==> config.mk <==
export PLATFORM = sky130hd
export DESIGN_NAME = bresenham_line_raster
export DESIGN_NICKNAME = d
export VERILOG_FILES = /design/src/sv/blr_pkg.sv /design/src/sv/bresenham_line_raster.sv /design/src/sv/blr_step.sv /design/src/sv/blr_clip.sv
export SDC_FILE = /design/constraint.sdc
export NUM_CORES = 1
export LEC_CHECK = 0
export BUFFER_PORTS_ARGS = -buffer_cell sky130_fd_sc_hd__buf_2
export CORE_UTILIZATION = 60
export CTS_CLUSTER_DIAMETER = 200
export DETAILED_ROUTE_END_ITERATION = 16
export MAX_ROUTING_LAYER = met4
export PLACE_DENSITY = 0.85
export SETUP_SLACK_MARGIN = 0.05
export SYNTH_ARGS = -nofsm -noshare
export SYNTH_HDL_FRONTEND = slang
export SYNTH_SLANG_ARGS = --single-unit
export TNS_END_PERCENT = 50
==> constraint.sdc <==
create_clock -name clock -period 13.85 [get_ports clock]
set_input_delay 0 -clock clock [delete_from_list [all_inputs] [get_ports clock]]
set_output_delay 0 -clock clock [all_outputs]
set_load 0.005 [all_outputs]
==> src/sv/blr_pkg.sv <==
// Shared types and constants for the Bresenham line rasterizer.
// Holds port field widths, register map codes and the stage flag struct.
// No dependencies; used by every module of the block.
`default_nettype none

package blr_pkg;

   // Port field widths
   localparam int COORD_W    = 16;
   localparam int COLOR_W    = 24;
   localparam int ADDR_W     = 20;
   localparam int CFG_W      = 11;
   localparam int REQ_DATA_W = 88;
   localparam int RSP_DATA_W = 80;
   localparam int RSP_USER_W = 2;

   // Configuration port
   localparam int CSR_ADDR_W = 3;
   localparam int CSR_DATA_W = 32;
   localparam logic [CFG_W-1:0] FRAME_WIDTH_RESET  = 11'd1024;
   localparam logic [CFG_W-1:0] FRAME_HEIGHT_RESET = 11'd1024;

   typedef enum logic [0:0] {
      REG_FRAME_WIDTH  = 1'b0,
      REG_FRAME_HEIGHT = 1'b1
   } csr_reg_type;

   // Request kinds
   typedef enum logic [0:0] {
      MODE_START = 1'b0,
      MODE_STEP  = 1'b1
   } mode_type;

   // Per-pixel flags handed from the step stage to the clip stage
   typedef struct packed {
      logic idle;
      logic last;
   } pixel_flags_type;

endpackage

`default_nettype wire

==> src/sv/bresenham_line_raster.sv <==
// Bresenham line rasterizer for all octants, one pixel per request.
// Usage:
//   req channel: tuser is the mode (0 starts a line from tdata's endpoints and
//   color, 1 advances one pixel). Every request yields exactly one response.
//   rsp channel: tdata carries pixel coordinates, frame-buffer address and color;
//   tuser carries visible and idle; tlast marks the line's end point. A step
//   with no active line answers with idle set and all other fields zero.
//   csr port: frame width at byte 0, frame height at byte 4 (11 bits each,
//   reset 1024); write them only while no request is in flight.
// Pipeline: the step stage updates the line state and registers the pixel, then
//   the clip stage runs the bounds test and the row-times-width multiply into the
//   result register. One request per cycle is taken sustained while rsp_tready
//   stays high.
// Reset clears both stage valids and drops any active line; the screen size
//   returns to 1024 by 1024.
// When rsp_tready is low the result register holds; the step stage still takes
//   one more request, and req_tready falls only once both stages are full.
// Depends on blr_pkg, blr_step and blr_clip.
`default_nettype none

module bresenham_line_raster #(
   parameter int MAX_WIDTH  = 1024,
   parameter int MAX_HEIGHT = 1024,
   parameter int COORD_BITS = 16
) (
   input  wire                                 clock,
   input  wire                                 reset,
   // Request: x_start, y_start, x_end, y_end, line_color
   input  wire  [blr_pkg::REQ_DATA_W-1:0]      req_tdata,
   // Request: mode
   input  wire                                 req_tuser,
   input  wire                                 req_tvalid,
   output logic                                req_tready,
   // Response: pixel_x, pixel_y, pixel_address, pixel_color, zero pad
   output logic [blr_pkg::RSP_DATA_W-1:0]      rsp_tdata,
   // Response: visible, idle
   output logic [blr_pkg::RSP_USER_W-1:0]      rsp_tuser,
   output logic                                rsp_tlast,
   output logic                                rsp_tvalid,
   input  wire                                 rsp_tready,
   input  wire                                 csr_psel,
   input  wire                                 csr_penable,
   input  wire                                 csr_pwrite,
   input  wire  [blr_pkg::CSR_ADDR_W-1:0]      csr_paddr,
   input  wire  [blr_pkg::CSR_DATA_W-1:0]      csr_pwdata,
   output logic [blr_pkg::CSR_DATA_W-1:0]      csr_prdata,
   output logic                                csr_pready
);

   localparam int CW = blr_pkg::COORD_W;

   logic [blr_pkg::CFG_W-1:0]      width_ff, height_ff;
   blr_pkg::csr_reg_type           csr_reg;
   logic                           csr_write;

   logic                           s1_valid, s1_ready;
   logic signed [COORD_BITS-1:0]   s1_x, s1_y;
   logic [blr_pkg::COLOR_W-1:0]    s1_color;
   blr_pkg::pixel_flags_type       s1_flags;

   logic [CW-1:0]                  pix_x, pix_y;
   logic [blr_pkg::ADDR_W-1:0]     pix_addr;
   logic [blr_pkg::COLOR_W-1:0]    pix_color;
   logic                           pix_vis, pix_last, pix_idle;

   // Register file
   assign csr_reg    = blr_pkg::csr_reg_type'(csr_paddr[2]);
   assign csr_write  = csr_psel && csr_penable && csr_pwrite && csr_pready;
   assign csr_pready = 1'b1;

   always_ff @(posedge clock) begin
      if (reset) begin
         width_ff  <= blr_pkg::FRAME_WIDTH_RESET;
         height_ff <= blr_pkg::FRAME_HEIGHT_RESET;
      end else if (csr_write) begin
         unique case (csr_reg)
            blr_pkg::REG_FRAME_WIDTH:  width_ff  <= csr_pwdata[blr_pkg::CFG_W-1:0];
            blr_pkg::REG_FRAME_HEIGHT: height_ff <= csr_pwdata[blr_pkg::CFG_W-1:0];
            default: begin
            end
         endcase
      end
   end

   always_comb begin
      unique case (csr_reg)
         blr_pkg::REG_FRAME_WIDTH:  csr_prdata = blr_pkg::CSR_DATA_W'(width_ff);
         blr_pkg::REG_FRAME_HEIGHT: csr_prdata = blr_pkg::CSR_DATA_W'(height_ff);
         default:                   csr_prdata = '0;
      endcase
   end

   // Line stepping
   blr_step #(
      .COORD_BITS (COORD_BITS)
   ) u_step (
      .clock      (clock),
      .reset      (reset),
      .in_valid   (req_tvalid),
      .in_ready   (req_tready),
      .in_mode    (blr_pkg::mode_type'(req_tuser)),
      .in_x_start (req_tdata[CW-1:0]),
      .in_y_start (req_tdata[2*CW-1:CW]),
      .in_x_end   (req_tdata[3*CW-1:2*CW]),
      .in_y_end   (req_tdata[4*CW-1:3*CW]),
      .in_color   (req_tdata[4*CW+blr_pkg::COLOR_W-1:4*CW]),
      .out_valid  (s1_valid),
      .out_ready  (s1_ready),
      .out_x      (s1_x),
      .out_y      (s1_y),
      .out_color  (s1_color),
      .out_flags  (s1_flags)
   );

   // Clipping and addressing
   blr_clip #(
      .MAX_WIDTH  (MAX_WIDTH),
      .MAX_HEIGHT (MAX_HEIGHT),
      .COORD_BITS (COORD_BITS)
   ) u_clip (
      .clock         (clock),
      .reset         (reset),
      .frame_width   (width_ff),
      .frame_height  (height_ff),
      .in_valid      (s1_valid),
      .in_ready      (s1_ready),
      .in_x          (s1_x),
      .in_y          (s1_y),
      .in_color      (s1_color),
      .in_flags      (s1_flags),
      .out_valid     (rsp_tvalid),
      .out_ready     (rsp_tready),
      .out_x         (pix_x),
      .out_y         (pix_y),
      .out_address   (pix_addr),
      .out_color     (pix_color),
      .out_visible   (pix_vis),
      .out_last      (pix_last),
      .out_idle      (pix_idle)
   );

   // Pack the response
   assign rsp_tdata = blr_pkg::RSP_DATA_W'({pix_color, pix_addr, pix_y, pix_x});
   assign rsp_tuser = {pix_idle, pix_vis};
   assign rsp_tlast = pix_last;

endmodule

`default_nettype wire

==> src/sv/blr_step.sv <==
// Bresenham step stage: line state registers and one stage register of pixel data.
// A start request loads the line, a step request advances one pixel.
// Depends on blr_pkg.
`default_nettype none

module blr_step #(
   parameter int COORD_BITS = 16
) (
   input  wire                                 clock,
   input  wire                                 reset,
   input  wire                                 in_valid,
   output logic                                in_ready,
   input  wire  blr_pkg::mode_type             in_mode,
   input  wire  [blr_pkg::COORD_W-1:0]         in_x_start,
   input  wire  [blr_pkg::COORD_W-1:0]         in_y_start,
   input  wire  [blr_pkg::COORD_W-1:0]         in_x_end,
   input  wire  [blr_pkg::COORD_W-1:0]         in_y_end,
   input  wire  [blr_pkg::COLOR_W-1:0]         in_color,
   output logic                                out_valid,
   input  wire                                 out_ready,
   output logic signed [COORD_BITS-1:0]        out_x,
   output logic signed [COORD_BITS-1:0]        out_y,
   output logic [blr_pkg::COLOR_W-1:0]         out_color,
   output blr_pkg::pixel_flags_type            out_flags
);

   localparam int CB    = COORD_BITS;
   localparam int EXT_W = (CB > blr_pkg::COORD_W) ? CB : blr_pkg::COORD_W;
   localparam int ERR_W = CB + 3;

   // Line state
   logic signed [CB-1:0]           cur_x_ff, cur_x_in;
   logic signed [CB-1:0]           cur_y_ff, cur_y_in;
   logic signed [CB-1:0]           tgt_x_ff, tgt_x_in;
   logic signed [CB-1:0]           tgt_y_ff, tgt_y_in;
   logic [CB:0]                    dx_ff, dx_in;
   logic [CB:0]                    dy_ff, dy_in;
   logic                           left_ff, left_in;
   logic                           up_ff, up_in;
   logic signed [ERR_W-1:0]        err_ff, err_in;
   logic [blr_pkg::COLOR_W-1:0]    color_ff, color_in;
   logic                           active_ff, active_in;

   // Stage register
   logic                           valid_ff, valid_in;
   logic signed [CB-1:0]           px_ff, px_in;
   logic signed [CB-1:0]           py_ff, py_in;
   logic [blr_pkg::COLOR_W-1:0]    pcolor_ff, pcolor_in;
   blr_pkg::pixel_flags_type       pflags_ff, pflags_in;

   logic [EXT_W-1:0]               xs_ext, ys_ext, xe_ext, ye_ext;
   logic signed [CB-1:0]           x0, y0, x1, y1;
   logic signed [CB:0]             diff_x, diff_y;
   logic [CB:0]                    start_dx, start_dy;
   logic signed [ERR_W-1:0]        dx_s, dy_s, e2;
   logic                           move_x, move_y;
   logic                           accept, is_last;

   assign in_ready = !valid_ff || out_ready;
   assign accept   = in_valid && in_ready;

   // Read endpoints as COORD_BITS-wide two's complement
   assign xs_ext = EXT_W'(in_x_start);
   assign ys_ext = EXT_W'(in_y_start);
   assign xe_ext = EXT_W'(in_x_end);
   assign ye_ext = EXT_W'(in_y_end);
   assign x0 = $signed(xs_ext[CB-1:0]);
   assign y0 = $signed(ys_ext[CB-1:0]);
   assign x1 = $signed(xe_ext[CB-1:0]);
   assign y1 = $signed(ye_ext[CB-1:0]);

   // Absolute deltas for a new line
   assign diff_x   = (CB+1)'(x1) - (CB+1)'(x0);
   assign diff_y   = (CB+1)'(y1) - (CB+1)'(y0);
   assign start_dx = diff_x[CB] ? $unsigned(-diff_x) : $unsigned(diff_x);
   assign start_dy = diff_y[CB] ? $unsigned(-diff_y) : $unsigned(diff_y);

   // Error decisions for one step
   assign dx_s   = $signed({2'b00, dx_ff});
   assign dy_s   = $signed({2'b00, dy_ff});
   assign e2     = err_ff <<< 1;
   assign move_x = e2 > -dy_s;
   assign move_y = e2 < dx_s;

   // Next line state and pixel
   always_comb begin
      cur_x_in  = cur_x_ff;
      cur_y_in  = cur_y_ff;
      tgt_x_in  = tgt_x_ff;
      tgt_y_in  = tgt_y_ff;
      dx_in     = dx_ff;
      dy_in     = dy_ff;
      left_in   = left_ff;
      up_in     = up_ff;
      err_in    = err_ff;
      color_in  = color_ff;
      active_in = active_ff;

      unique case (in_mode)
         blr_pkg::MODE_START: begin
            cur_x_in = x0;
            cur_y_in = y0;
            tgt_x_in = x1;
            tgt_y_in = y1;
            dx_in    = start_dx;
            dy_in    = start_dy;
            left_in  = !(x0 < x1);
            up_in    = !(y0 < y1);
            err_in   = $signed({2'b00, start_dx}) - $signed({2'b00, start_dy});
            color_in = in_color;
         end
         blr_pkg::MODE_STEP: begin
            if (active_ff) begin
               err_in = err_ff - (move_x ? dy_s : ERR_W'(0)) + (move_y ? dx_s : ERR_W'(0));
               if (move_x) begin
                  cur_x_in = left_ff ? cur_x_ff - CB'(1) : cur_x_ff + CB'(1);
               end
               if (move_y) begin
                  cur_y_in = up_ff ? cur_y_ff - CB'(1) : cur_y_ff + CB'(1);
               end
            end
         end
         default: begin
         end
      endcase

      is_last = (cur_x_in == tgt_x_in) && (cur_y_in == tgt_y_in);
      pflags_in.idle = (in_mode == blr_pkg::MODE_STEP) && !active_ff;
      pflags_in.last = is_last && !pflags_in.idle;
      if (!pflags_in.idle) begin
         active_in = !is_last;
      end
      px_in     = pflags_in.idle ? '0 : cur_x_in;
      py_in     = pflags_in.idle ? '0 : cur_y_in;
      pcolor_in = pflags_in.idle ? '0 : color_in;
   end

   // Stage valid: fill on accept, drain when taken
   always_comb begin
      if (accept) begin
         valid_in = 1'b1;
      end else if (out_ready) begin
         valid_in = 1'b0;
      end else begin
         valid_in = valid_ff;
      end
   end

   // Control and line state
   always_ff @(posedge clock) begin
      if (reset) begin
         valid_ff  <= 1'b0;
         active_ff <= 1'b0;
         cur_x_ff  <= '0;
         cur_y_ff  <= '0;
         tgt_x_ff  <= '0;
         tgt_y_ff  <= '0;
         dx_ff     <= '0;
         dy_ff     <= '0;
         left_ff   <= 1'b0;
         up_ff     <= 1'b0;
         err_ff    <= '0;
         color_ff  <= '0;
      end else begin
         valid_ff <= valid_in;
         if (accept) begin
            active_ff <= active_in;
            cur_x_ff  <= cur_x_in;
            cur_y_ff  <= cur_y_in;
            tgt_x_ff  <= tgt_x_in;
            tgt_y_ff  <= tgt_y_in;
            dx_ff     <= dx_in;
            dy_ff     <= dy_in;
            left_ff   <= left_in;
            up_ff     <= up_in;
            err_ff    <= err_in;
            color_ff  <= color_in;
         end
      end
   end

   // Pixel payload
   always_ff @(posedge clock) begin
      if (accept) begin
         px_ff     <= px_in;
         py_ff     <= py_in;
         pcolor_ff <= pcolor_in;
         pflags_ff <= pflags_in;
      end
   end

   assign out_valid = valid_ff;
   assign out_x     = px_ff;
   assign out_y     = py_ff;
   assign out_color = pcolor_ff;
   assign out_flags = pflags_ff;

endmodule

`default_nettype wire

==> src/sv/blr_clip.sv <==
// Clip and address stage: screen bounds test and frame-buffer address multiply.
// Registers the final pixel result for the output channel.
// Depends on blr_pkg.
`default_nettype none

module blr_clip #(
   parameter int MAX_WIDTH  = 1024,
   parameter int MAX_HEIGHT = 1024,
   parameter int COORD_BITS = 16
) (
   input  wire                                 clock,
   input  wire                                 reset,
   input  wire  [blr_pkg::CFG_W-1:0]           frame_width,
   input  wire  [blr_pkg::CFG_W-1:0]           frame_height,
   input  wire                                 in_valid,
   output logic                                in_ready,
   input  wire  signed [COORD_BITS-1:0]        in_x,
   input  wire  signed [COORD_BITS-1:0]        in_y,
   input  wire  [blr_pkg::COLOR_W-1:0]         in_color,
   input  wire  blr_pkg::pixel_flags_type      in_flags,
   output logic                                out_valid,
   input  wire                                 out_ready,
   output logic [blr_pkg::COORD_W-1:0]         out_x,
   output logic [blr_pkg::COORD_W-1:0]         out_y,
   output logic [blr_pkg::ADDR_W-1:0]          out_address,
   output logic [blr_pkg::COLOR_W-1:0]         out_color,
   output logic                                out_visible,
   output logic                                out_last,
   output logic                                out_idle
);

   localparam int CB    = COORD_BITS;
   localparam int WB    = $clog2(MAX_WIDTH + 1);
   localparam int HB2   = $clog2(MAX_HEIGHT + 1);
   localparam int LW0   = (WB > blr_pkg::CFG_W) ? WB : blr_pkg::CFG_W;
   localparam int LW    = (HB2 > LW0) ? HB2 : LW0;
   localparam int CMPW  = ((CB > LW) ? CB : LW) + 1;
   localparam int XB    = $clog2(MAX_WIDTH);
   localparam int HB    = $clog2(MAX_HEIGHT);
   localparam int PW    = HB + LW + 1;
   localparam int SUMW  = (PW > blr_pkg::ADDR_W) ? PW : blr_pkg::ADDR_W;
   localparam logic [LW-1:0] W_MAX = LW'(MAX_WIDTH);
   localparam logic [LW-1:0] H_MAX = LW'(MAX_HEIGHT);

   logic                           valid_ff, valid_in;
   logic [blr_pkg::COORD_W-1:0]    x_ff, y_ff;
   logic [blr_pkg::ADDR_W-1:0]     addr_ff, addr_in;
   logic [blr_pkg::COLOR_W-1:0]    color_ff;
   logic                           vis_ff, vis_in;
   logic                           last_ff, idle_ff;

   logic [LW-1:0]                  w_cfg, h_cfg, w_lim, h_lim;
   logic signed [CMPW-1:0]         x_c, y_c, w_c, h_c;
   logic [SUMW-1:0]                addr_sum;
   logic                           accept;

   assign in_ready = !valid_ff || out_ready;
   assign accept   = in_valid && in_ready;

   // Limit the screen size to the largest supported frame
   assign w_cfg = LW'(frame_width);
   assign h_cfg = LW'(frame_height);
   assign w_lim = (w_cfg < W_MAX) ? w_cfg : W_MAX;
   assign h_lim = (h_cfg < H_MAX) ? h_cfg : H_MAX;

   // Bounds test
   assign x_c = CMPW'(in_x);
   assign y_c = CMPW'(in_y);
   assign w_c = $signed(CMPW'(w_lim));
   assign h_c = $signed(CMPW'(h_lim));
   assign vis_in = !in_flags.idle && !in_x[CB-1] && !in_y[CB-1] && (x_c < w_c) && (y_c < h_c);

   // Row-major address, kept to the address width
   assign addr_sum = SUMW'(in_y[HB-1:0]) * SUMW'(w_lim) + SUMW'(in_x[XB-1:0]);
   assign addr_in  = vis_in ? addr_sum[blr_pkg::ADDR_W-1:0] : '0;

   // Result valid: fill on accept, drain when taken
   always_comb begin
      if (accept) begin
         valid_in = 1'b1;
      end else if (out_ready) begin
         valid_in = 1'b0;
      end else begin
         valid_in = valid_ff;
      end
   end

   always_ff @(posedge clock) begin
      if (reset) begin
         valid_ff <= 1'b0;
      end else begin
         valid_ff <= valid_in;
      end
   end

   // Result payload
   always_ff @(posedge clock) begin
      if (accept) begin
         x_ff     <= blr_pkg::COORD_W'(in_x);
         y_ff     <= blr_pkg::COORD_W'(in_y);
         addr_ff  <= addr_in;
         color_ff <= in_color;
         vis_ff   <= vis_in;
         last_ff  <= in_flags.last;
         idle_ff  <= in_flags.idle;
      end
   end

   assign out_valid   = valid_ff;
   assign out_x       = x_ff;
   assign out_y       = y_ff;
   assign out_address = addr_ff;
   assign out_color   = color_ff;
   assign out_visible = vis_ff;
   assign out_last    = last_ff;
   assign out_idle    = idle_ff;

endmodule

`default_nettype wire
==> impl_results.md, run 1 <==
* Outcome: complete, no violations
* Count of endpoints failing setup in the final report at 0
* Detailed-route via count at 21320
* Site Rows at 72
* TritonCTS sink count at 304
* Static leakage at 0.01198 uW
* Max Clk Rate at 131.1 MHz
* Number of flops mapped to enable cells by yosys at 137
* Reported max-cap violation count at 0
* Data arrival, critical path at 8.08 ns
* Antenna violations before repair at 0
* Overall overflow remaining after global route at 0
* Routed Antenna Nets at 0
* Share of the synthesized area in compound gates (AO/OA/AOI/OAI) at 0.1623
* Wire length of the first global-routing pass at 110.3 mm
* Clock-pin slew on the worst setup and hold paths at 0.06 ns
* Pins Over Slew Limit at 0
* Worst min path class: primary input to flop
* Slew margin rel. at 0.04929
* Power Density at 124.1 mW/mm^2
* Total setup buffers inserted after CTS at 0
* Most repeated cell in the gate-level netlist after synthesis: sky130_fd_sc_hd__nand2_1
* Crit path required time at 14.30 ns
* Largest net degree at the start of global routing at 92
* Startpoint class of the critical path: flop
* Cell type contributing the most total cell area after synthesis: sky130_fd_sc_hd__edfxtp_1
* Overall power after layout at 3384 uW
* Unrepaired setup endpoints after global routing: no
* Mean instance size in the synthesized netlist at 8.698 sq um
* Area enclosed by the die boundary at 0.04089 sq mm
* Boundary pin count at 249
* Total clock buffers created by CTS at 35
* Post-synth top area share at 0.1711
* Largest cells by area after synthesis: sky130_fd_sc_hd__edfxtp_1, sky130_fd_sc_hd__dfxtp_1, sky130_fd_sc_hd__ha_1, sky130_fd_sc_hd__fa_1, sky130_fd_sc_hd__nand2_1
* Worst path bufs/invs at 1
* Drt first pass iters at 6
* Post-CTS Hold Buffers at 88
* Post-placement cell count at 3378
* Total Nets Final at 3428
* Die Y at 202.2 microns
* Worst-path fanout max at 19
* Largest incremental delay on the critical path at 0.61 ns
* GRT Total Usage at 0.3519
* Combinational family with the most area after synthesis: adder cells
* Ratio of final minimum period to clock period at 0.5509
* Setup TNS at 0 ns
* Last weighted congestion value of the routability-driven placer at 0.9891
* Most frequent CP cell: sky130_fd_sc_hd__nor2_1
* Simple-gate area share of the yosys netlist at 0.1754
* Count of yosys warnings during synthesis at 0
* Sequential fraction of the synthesis area at 0.3101
* Proportion of synthesized flip-flops having asynchronous set or reset at 0
* Synth cell types at 102
* Summed instance area of the synthesized netlist at 0.02405 sq mm
* Area share of fa/ha/maj cells after synthesis at 0.1938
* CP Capture Type: flop
* Number of global-route vias before repair at 21040
* Worst-Margin Slew at 1.390 ns
* Fraction of layout cells with a size suffix above 1 at 0.1099
* HPWL reported at the end of detailed placement at 51.69 mm
* Post-cts resize count at 0
* # fillers at 3063
* Worst-skew pair later-pin latency at 0.55 ns
* N_diodes at 0
* Clock Root Buffer: sky130_fd_sc_hd__clkbuf_16
* Post-Synthesis Cells at 2765
* Final period demand of the worst path at 7.630 ns
* CTS max path bufs at 3
* Most used DFF post-synth: sky130_fd_sc_hd__dfxtp_1
* Starting utilization of the core area at 0.6151
* Number of DRC violations after detailed-routing iteration 0 at 1674
* Number of hold violations in the final report at 0
* Cell Count, Final, Fillers Out at 3529
* Worst IR Drop VDD at 100.5 uV
* Post-synthesis mux area share at 0.02008
* Drt total wl at 69.83 mm
* Area added between synthesis and finish at 13.40%
* Critical path's top delay family: simple AND/OR/NAND/NOR gates
* CTS tree: built
* Deepest level of the CTS H-tree at 2
* Post-synthesis share of cell area spent on xor and xnor gates at 0.06212
* Register bit total from synthesis at 304
* Core Footprint at 0.03910 sq mm
* Top cell types by occurrence after synthesis: sky130_fd_sc_hd__nand2_1, sky130_fd_sc_hd__inv_1, sky130_fd_sc_hd__a21oi_1, sky130_fd_sc_hd__nor2_1, sky130_fd_sc_hd__ha_1
* Wire length per cell after detailed routing at 19.79 microns
* Cell with the largest stage delay on the worst path: sky130_fd_sc_hd__or4_1
* Number of port buffers at 199
* Chip Width at 202.2 microns
* CP Class: flop to flop
* DRC viols at 0
* Skew final at 0.02971 ns
* Via density per instance at 6.040
placed cells by master (no fill, tap or decap), drive strengths merged, types with 15 or more instances in the layout:
cell type,n
inv,272
nand4,22
and2,75
a21o,29
dlygate4sd3,88
nor2b,37
xor2,74
mux2,15
o21a,26
dfxtp,167
edfxtp,137
conb,26
or3,17
mux2i,31
clkbuf,42
nor3,58
a211oi,55
a21oi,222
xnor2,93
a31oi,18
nand3,55
ha,211
nand2b,21
o21ai,112
nand2,354
buf,217
fa,101
nor2,221
metal layers:
metal / share of wire / up-vias / track usage
met5: 0 / - / -
met4: 0.044 / 0 / 0.1517
met3: 0.092 / 224 / 0.07481
met2: 0.47 / 1013 / 0.5622
met1: 0.40 / 10180 / 0.4305
li1: - / 9900 / -
worst register-to-register path, stage by stage (launching register included):
cell and delay (ns):
sky130_fd_sc_hd__dfxtp_1 0.37, sky130_fd_sc_hd__or4_1 0.61, sky130_fd_sc_hd__or3_1 0.38, sky130_fd_sc_hd__nor4_1 0.61, sky130_fd_sc_hd__xor2_1 0.17, sky130_fd_sc_hd__ha_1 0.34
sky130_fd_sc_hd__nand4_1 0.11, sky130_fd_sc_hd__nor3_1 0.43, sky130_fd_sc_hd__a311o_1 0.33, sky130_fd_sc_hd__nor2_1 0.06, sky130_fd_sc_hd__nor2_1 0.09, sky130_fd_sc_hd__o211a_1 0.61
sky130_fd_sc_hd__and2_1 0.28, sky130_fd_sc_hd__fa_1 0.44, sky130_fd_sc_hd__inv_1 0.07, sky130_fd_sc_hd__ha_1 0.25, sky130_fd_sc_hd__nor2b_1 0.16, sky130_fd_sc_hd__o21ai_0 0.29
sky130_fd_sc_hd__a21boi_0 0.23, sky130_fd_sc_hd__o211ai_1 0.30, sky130_fd_sc_hd__a21oi_1 0.14, sky130_fd_sc_hd__nand4b_1 0.29, sky130_fd_sc_hd__a41oi_1 0.40, sky130_fd_sc_hd__o21ai_0 0.18
sky130_fd_sc_hd__xor2_1 0.16, sky130_fd_sc_hd__o22ai_1 0.15, sky130_fd_sc_hd__nor2_1 0.06
final timing paths:
path / slack [ns] / end / start / cells past startpoint
worst max-delay path: 6.22 / u_step.err_ff[16] / u_step.dy_ff[2] / 26
worst min-delay path: 0.04 / u_step.cur_x_ff[6] / req_tdata[6] / 5
worst max register to register: 6.22 / u_step.err_ff[16] / u_step.dy_ff[2] / 26
worst min register to register: 0.41 / u_clip.out_color[21] / u_step.out_color[21] / 0
final cells by class:
class	instances	area, sq um	share of cell area
inverters	273	1026	0.03762
clock inverters	21	280.3	0.01028
multi-input cells	2066	14880	0.5456
repair buffers	305	2017	0.07395
clock buffers	42	964.7	0.03537
well taps	518	648.1	0.02376
flip-flops and latches	304	7457	0.2734
power by group:
part           internal [uW]  leakage (uW)  switching, uW  total [uW]
combinational            523       0.00869            783        1310
clock                    612      0.000595            393        1010
sequential              1010       0.00269           66.9        1070
kinds of logic (layout without fill, tap and decap cells):
logic type / after synthesis / after routing
mux: 46 / 46
flops: 304 / 304
simple gates: 912 / 912
buf+inv: 419 / 641
fa+ha+maj: 312 / 312
other cells: 2 / 26
compound gates: 602 / 602
xor+xnor: 168 / 168
state kept, by name (all words and copies together), names as in the netlist, 17 cells and up:
name	flops
u_clip.out_color	24
u_clip.out_address	20
u_step.color_ff	24
u_step.err_ff	18
u_step.dx_ff	17
u_step.out_color	24
u_step.dy_ff	17
stage by stage:
stage          area, sq um  utilization  hold slack (ns)  worst slack, ns
2_1_floorplan        24140            -           0.1174            7.568
3_3_place_gp         25150       0.6432           0.2205            6.620
3_5_place_dp         25150       0.6432           0.2276            6.399
4_1_cts              27270       0.6975          0.02296            6.378
5_1_grt              27270       0.6975          0.04502            5.705
6_report             27270       0.6975          0.04106            6.220
No activity file was read; power rests on OpenSTA's default activity.
==> inputs of run 2 (changes only) <==
--- a/config.mk
+++ b/config.mk
@@ -6,11 +6,11 @@
 export NUM_CORES = 1
 export LEC_CHECK = 0
 export BUFFER_PORTS_ARGS = -buffer_cell sky130_fd_sc_hd__buf_2
-export CORE_UTILIZATION = 60
+export CORE_UTILIZATION = 55
 export CTS_CLUSTER_DIAMETER = 200
 export DETAILED_ROUTE_END_ITERATION = 16
 export MAX_ROUTING_LAYER = met4
-export PLACE_DENSITY = 0.85
+export PLACE_DENSITY = 0.82
 export SETUP_SLACK_MARGIN = 0.05
 export SYNTH_ARGS = -nofsm -noshare
 export SYNTH_HDL_FRONTEND = slang
==> constraint.sdc (replaced) <==
create_clock -name clock -period 6.71 [get_ports clock]
set_input_delay 0 -clock clock [delete_from_list [all_inputs] [get_ports clock]]
set_output_delay 0 -clock clock [all_outputs]
set_load 0.005 [all_outputs]
==> impl_results.md, run 2 (synthesis results as in run 1) <==
* Detailed-route via count at 21240 (-0.36%)
* Wire length of the first global-routing pass at 110.7 mm (+0.40%)
* CP Class: flop to flop
* R2r startpoint: u_step.dy_ff[4]
* Overall overflow remaining after global route at 0 (unchanged)
* CTS tree: built
* Crit path required time at 7.17 ns (-7.13 ns)
* Power Density at 253.8 mW/mm^2 (+100%)
* CP Capture Type: flop
* Area added between synthesis and finish at 13.91%
* Count of endpoints failing setup in the final report at 0 (unchanged)
* Number of instances on the worst hold path at 3 (-2)
* HPWL reported at the end of detailed placement at 54.64 mm (+5.7%)
* Die Y at 211.1 microns (+4.4%)
* Data arrival, critical path at 6.97 ns (-1.11 ns)
* GRT Total Usage at 0.3281 (-0.02380)
* Antenna violations before repair at 0 (unchanged)
* Worst IR Drop VDD at 210.1 uV (+110%)
* Boundary pin count at 249 (unchanged)
* Worst Hold End: u_step.out_x[4]
* Cell count of the worst reg-to-reg path at 26 (unchanged)
* N_diodes at 0 (unchanged)
* Clock-pin slew on the worst setup and hold paths at 0.06 ns (about the same)
* Max Clk Rate at 153.7 MHz (+17%)
* Sequential Area at 0.007457 sq mm (unchanged)
* Total Nets Final at 3442 (+0.41%)
* Launch instance of the worst min-delay path: req_tdata[4]
* DRC viols at 0 (unchanged)
* TritonCTS sink count at 304 (unchanged)
* Clock Root Buffer: sky130_fd_sc_hd__clkbuf_16
* Setup slack of the most critical reg-to-reg path at 0.20 ns (-6.02 ns)
* Outcome: complete, no violations
* Wire length per cell after detailed routing at 19.78 microns (about the same)
* Final period demand of the worst path at 6.506 ns (-1.123 ns)
* Number of global-route vias before repair at 20620 (-2.0%)
* Routed Antenna Nets at 0 (unchanged)
* Chip Width at 211.1 microns (+4.4%)
* Ratio of final minimum period to clock period at 0.9696 (+0.4187)
* Last weighted congestion value of the routability-driven placer at 0.9943 (+0.53%)
* Reported max-cap violation count at 0 (unchanged)
* Slew margin rel. at 0.2580 (+0.2087)
* Worst-Margin Slew at 1.113 ns (-0.2771 ns)
* Worst min path class: primary input to flop
* Area enclosed by the die boundary at 0.04457 sq mm (+9.0%)
* Most common cell after layout, fill and taps aside: sky130_fd_sc_hd__nand2_1
* Final core utilization at 0.6360 (-0.06156)
* Largest net degree at the start of global routing at 80 (-13%)
* Worst-skew pair later-pin latency at 0.56 ns (about the same)
* Starting utilization of the core area at 0.5583 (-0.05682)
* Setup TNS at 0 ns (unchanged)
* Number of DRC violations after detailed-routing iteration 0 at 1904 (+14%)
* Unrepaired setup endpoints after global routing: yes
* Most frequent cells in the layout: sky130_fd_sc_hd__nand2_1, sky130_fd_sc_hd__inv_1, sky130_fd_sc_hd__a21oi_1, sky130_fd_sc_hd__nor2_1, sky130_fd_sc_hd__ha_1
* Drt total wl at 71.44 mm (+2.3%)
* Area occupied by multi-input gates at 0.01491 sq mm (+0.18%)
* Skew final at 0.03167 ns (+0.001954 ns)
* Worst-path fanout max at 5 (-14)
* Total clock buffers created by CTS at 36 (+2.9%)
* Fraction of layout cells with a size suffix above 1 at 0.1143 (+0.004412)
* Core Footprint at 0.04308 sq mm (+10%)
* Static leakage at 0.01203 uW (+0.42%)
* Startpoint class of the critical path: flop
* Via density per instance at 5.881 (-2.6%)
* Deepest level of the CTS H-tree at 2 (unchanged)
* Pins Over Slew Limit at 0 (unchanged)
* # fillers at 3503 (+14%)
* Endpoint of the lowest-slack register-to-register path: u_step.err_ff[17]
* CTS max path bufs at 3 (unchanged)
* Number of hold violations in the final report at 0 (unchanged)
* Drt first pass iters at 5 (-1)
* Site Rows at 76 (+5.6%)
* Number of port buffers at 199 (unchanged)
-- run 2: cell count changes in the layout (fill, tap and decap cells not counted), sizes merged --
cell	previous run	this run
bufinv	6	2
buf	217	229
clkbuf	42	46
clkinvlp	5	0
clkinv	11	16
dlygate4sd3	88	89
inv	272	274
-- run 2: how the worst max path moves through the flow --
stage | end | slack [ns] | cells past startpoint | from
floorplan | u_step.err_ff[17] | 0.43 | 27 | u_step.dy_ff[2]
detailed placement | u_step.err_ff[17] | 0.07 | 26 | u_step.dy_ff[2]
CTS | u_step.err_ff[17] | 0.05 | 26 | u_step.dy_ff[2]
global placement | u_step.err_ff[17] | 0.21 | 26 | u_step.dy_ff[4]
finish | u_step.err_ff[17] | 0.20 | 26 | u_step.dy_ff[4]
global route | u_step.err_ff[17] | 0.005 | 26 | u_step.dy_ff[4]
-- run 2: per-stage QoR --
| step | total power, uW | instance area [sq um] | setup WS [ns] | hold slack (ns) | instances |
|---|---|---|---|---|---|
| floorplan | 4171 | 24140 | 0.4283 | 0.1174 | 2789 |
| finish | 6954 | 27400 | 0.2038 | 0.04035 | 3611 |
| detailed placement | 4916 | 25320 | 0.06742 | 0.2556 | 3457 |
| global placement | 4847 | 25320 | 0.2065 | 0.2188 | 3457 |
| global route | 7319 | 27400 | 0.004529 | 0.03532 | 3611 |
| CTS | 6888 | 27370 | 0.05454 | 0.003468 | 3611 |
-- run 2: final cells by class --
class                      instances  share of cell area
clock buffer                      46             0.03571
tap                              585             0.02672
timing repair buffer             318             0.07727
inverter                         273             0.03745
multi-input combinational       2066              0.5441
clock inverter                    19            0.006577
sequential                       304              0.2722
-- run 2: per-layer routing --
layer / vias to the layer above / wire (microns) / GRT usage
met1: 10170 / 29050 / 0.4130
met3: 178 / 6314 / 0.05694
met4: 0 / 2509 / 0.1167
met2: 965 / 33570 / 0.5305
li1: 9924 / - / -
met5: - / 0 / -
-- run 2: worst max-delay path, stage by stage (launching register included) --
cell                       delay (ns)
sky130_fd_sc_hd__dfxtp_1         0.36
sky130_fd_sc_hd__or4_1           0.55
sky130_fd_sc_hd__or3_4           0.38
sky130_fd_sc_hd__nor2_1          0.13
sky130_fd_sc_hd__nand2_1         0.11
sky130_fd_sc_hd__nor4_2          0.18
sky130_fd_sc_hd__xor2_1          0.18
sky130_fd_sc_hd__ha_1            0.25
sky130_fd_sc_hd__and3_4          0.19
sky130_fd_sc_hd__a221o_1         0.34
sky130_fd_sc_hd__a221o_1         0.34
sky130_fd_sc_hd__o211a_1         0.30
sky130_fd_sc_hd__and2_1          0.20
sky130_fd_sc_hd__fa_1            0.56
sky130_fd_sc_hd__inv_1           0.07
sky130_fd_sc_hd__ha_1            0.30
sky130_fd_sc_hd__a21o_1          0.16
sky130_fd_sc_hd__a21oi_1         0.17
sky130_fd_sc_hd__nand2b_1        0.18
sky130_fd_sc_hd__a21oi_1         0.11
sky130_fd_sc_hd__a41oi_2         0.20
sky130_fd_sc_hd__a21oi_1         0.15
sky130_fd_sc_hd__a31oi_1         0.29
sky130_fd_sc_hd__o21ai_1         0.15
sky130_fd_sc_hd__a31oi_1         0.23
sky130_fd_sc_hd__xnor2_1         0.10
sky130_fd_sc_hd__a311oi_1        0.29
-- run 2: power by group --
part,internal [uW],switching (uW)
Clock,1120,808
Combinational,1110,1700
Sequential,2080,140
Total,4310,2650
-- run 2: what timing repair did --
item,4_1_cts,5_1_grt
buffers inserted,0,0
hold buffers,89,0
gates resized for setup,0,6
hold endpoints to repair,140,0
setup endpoints to repair,0,6
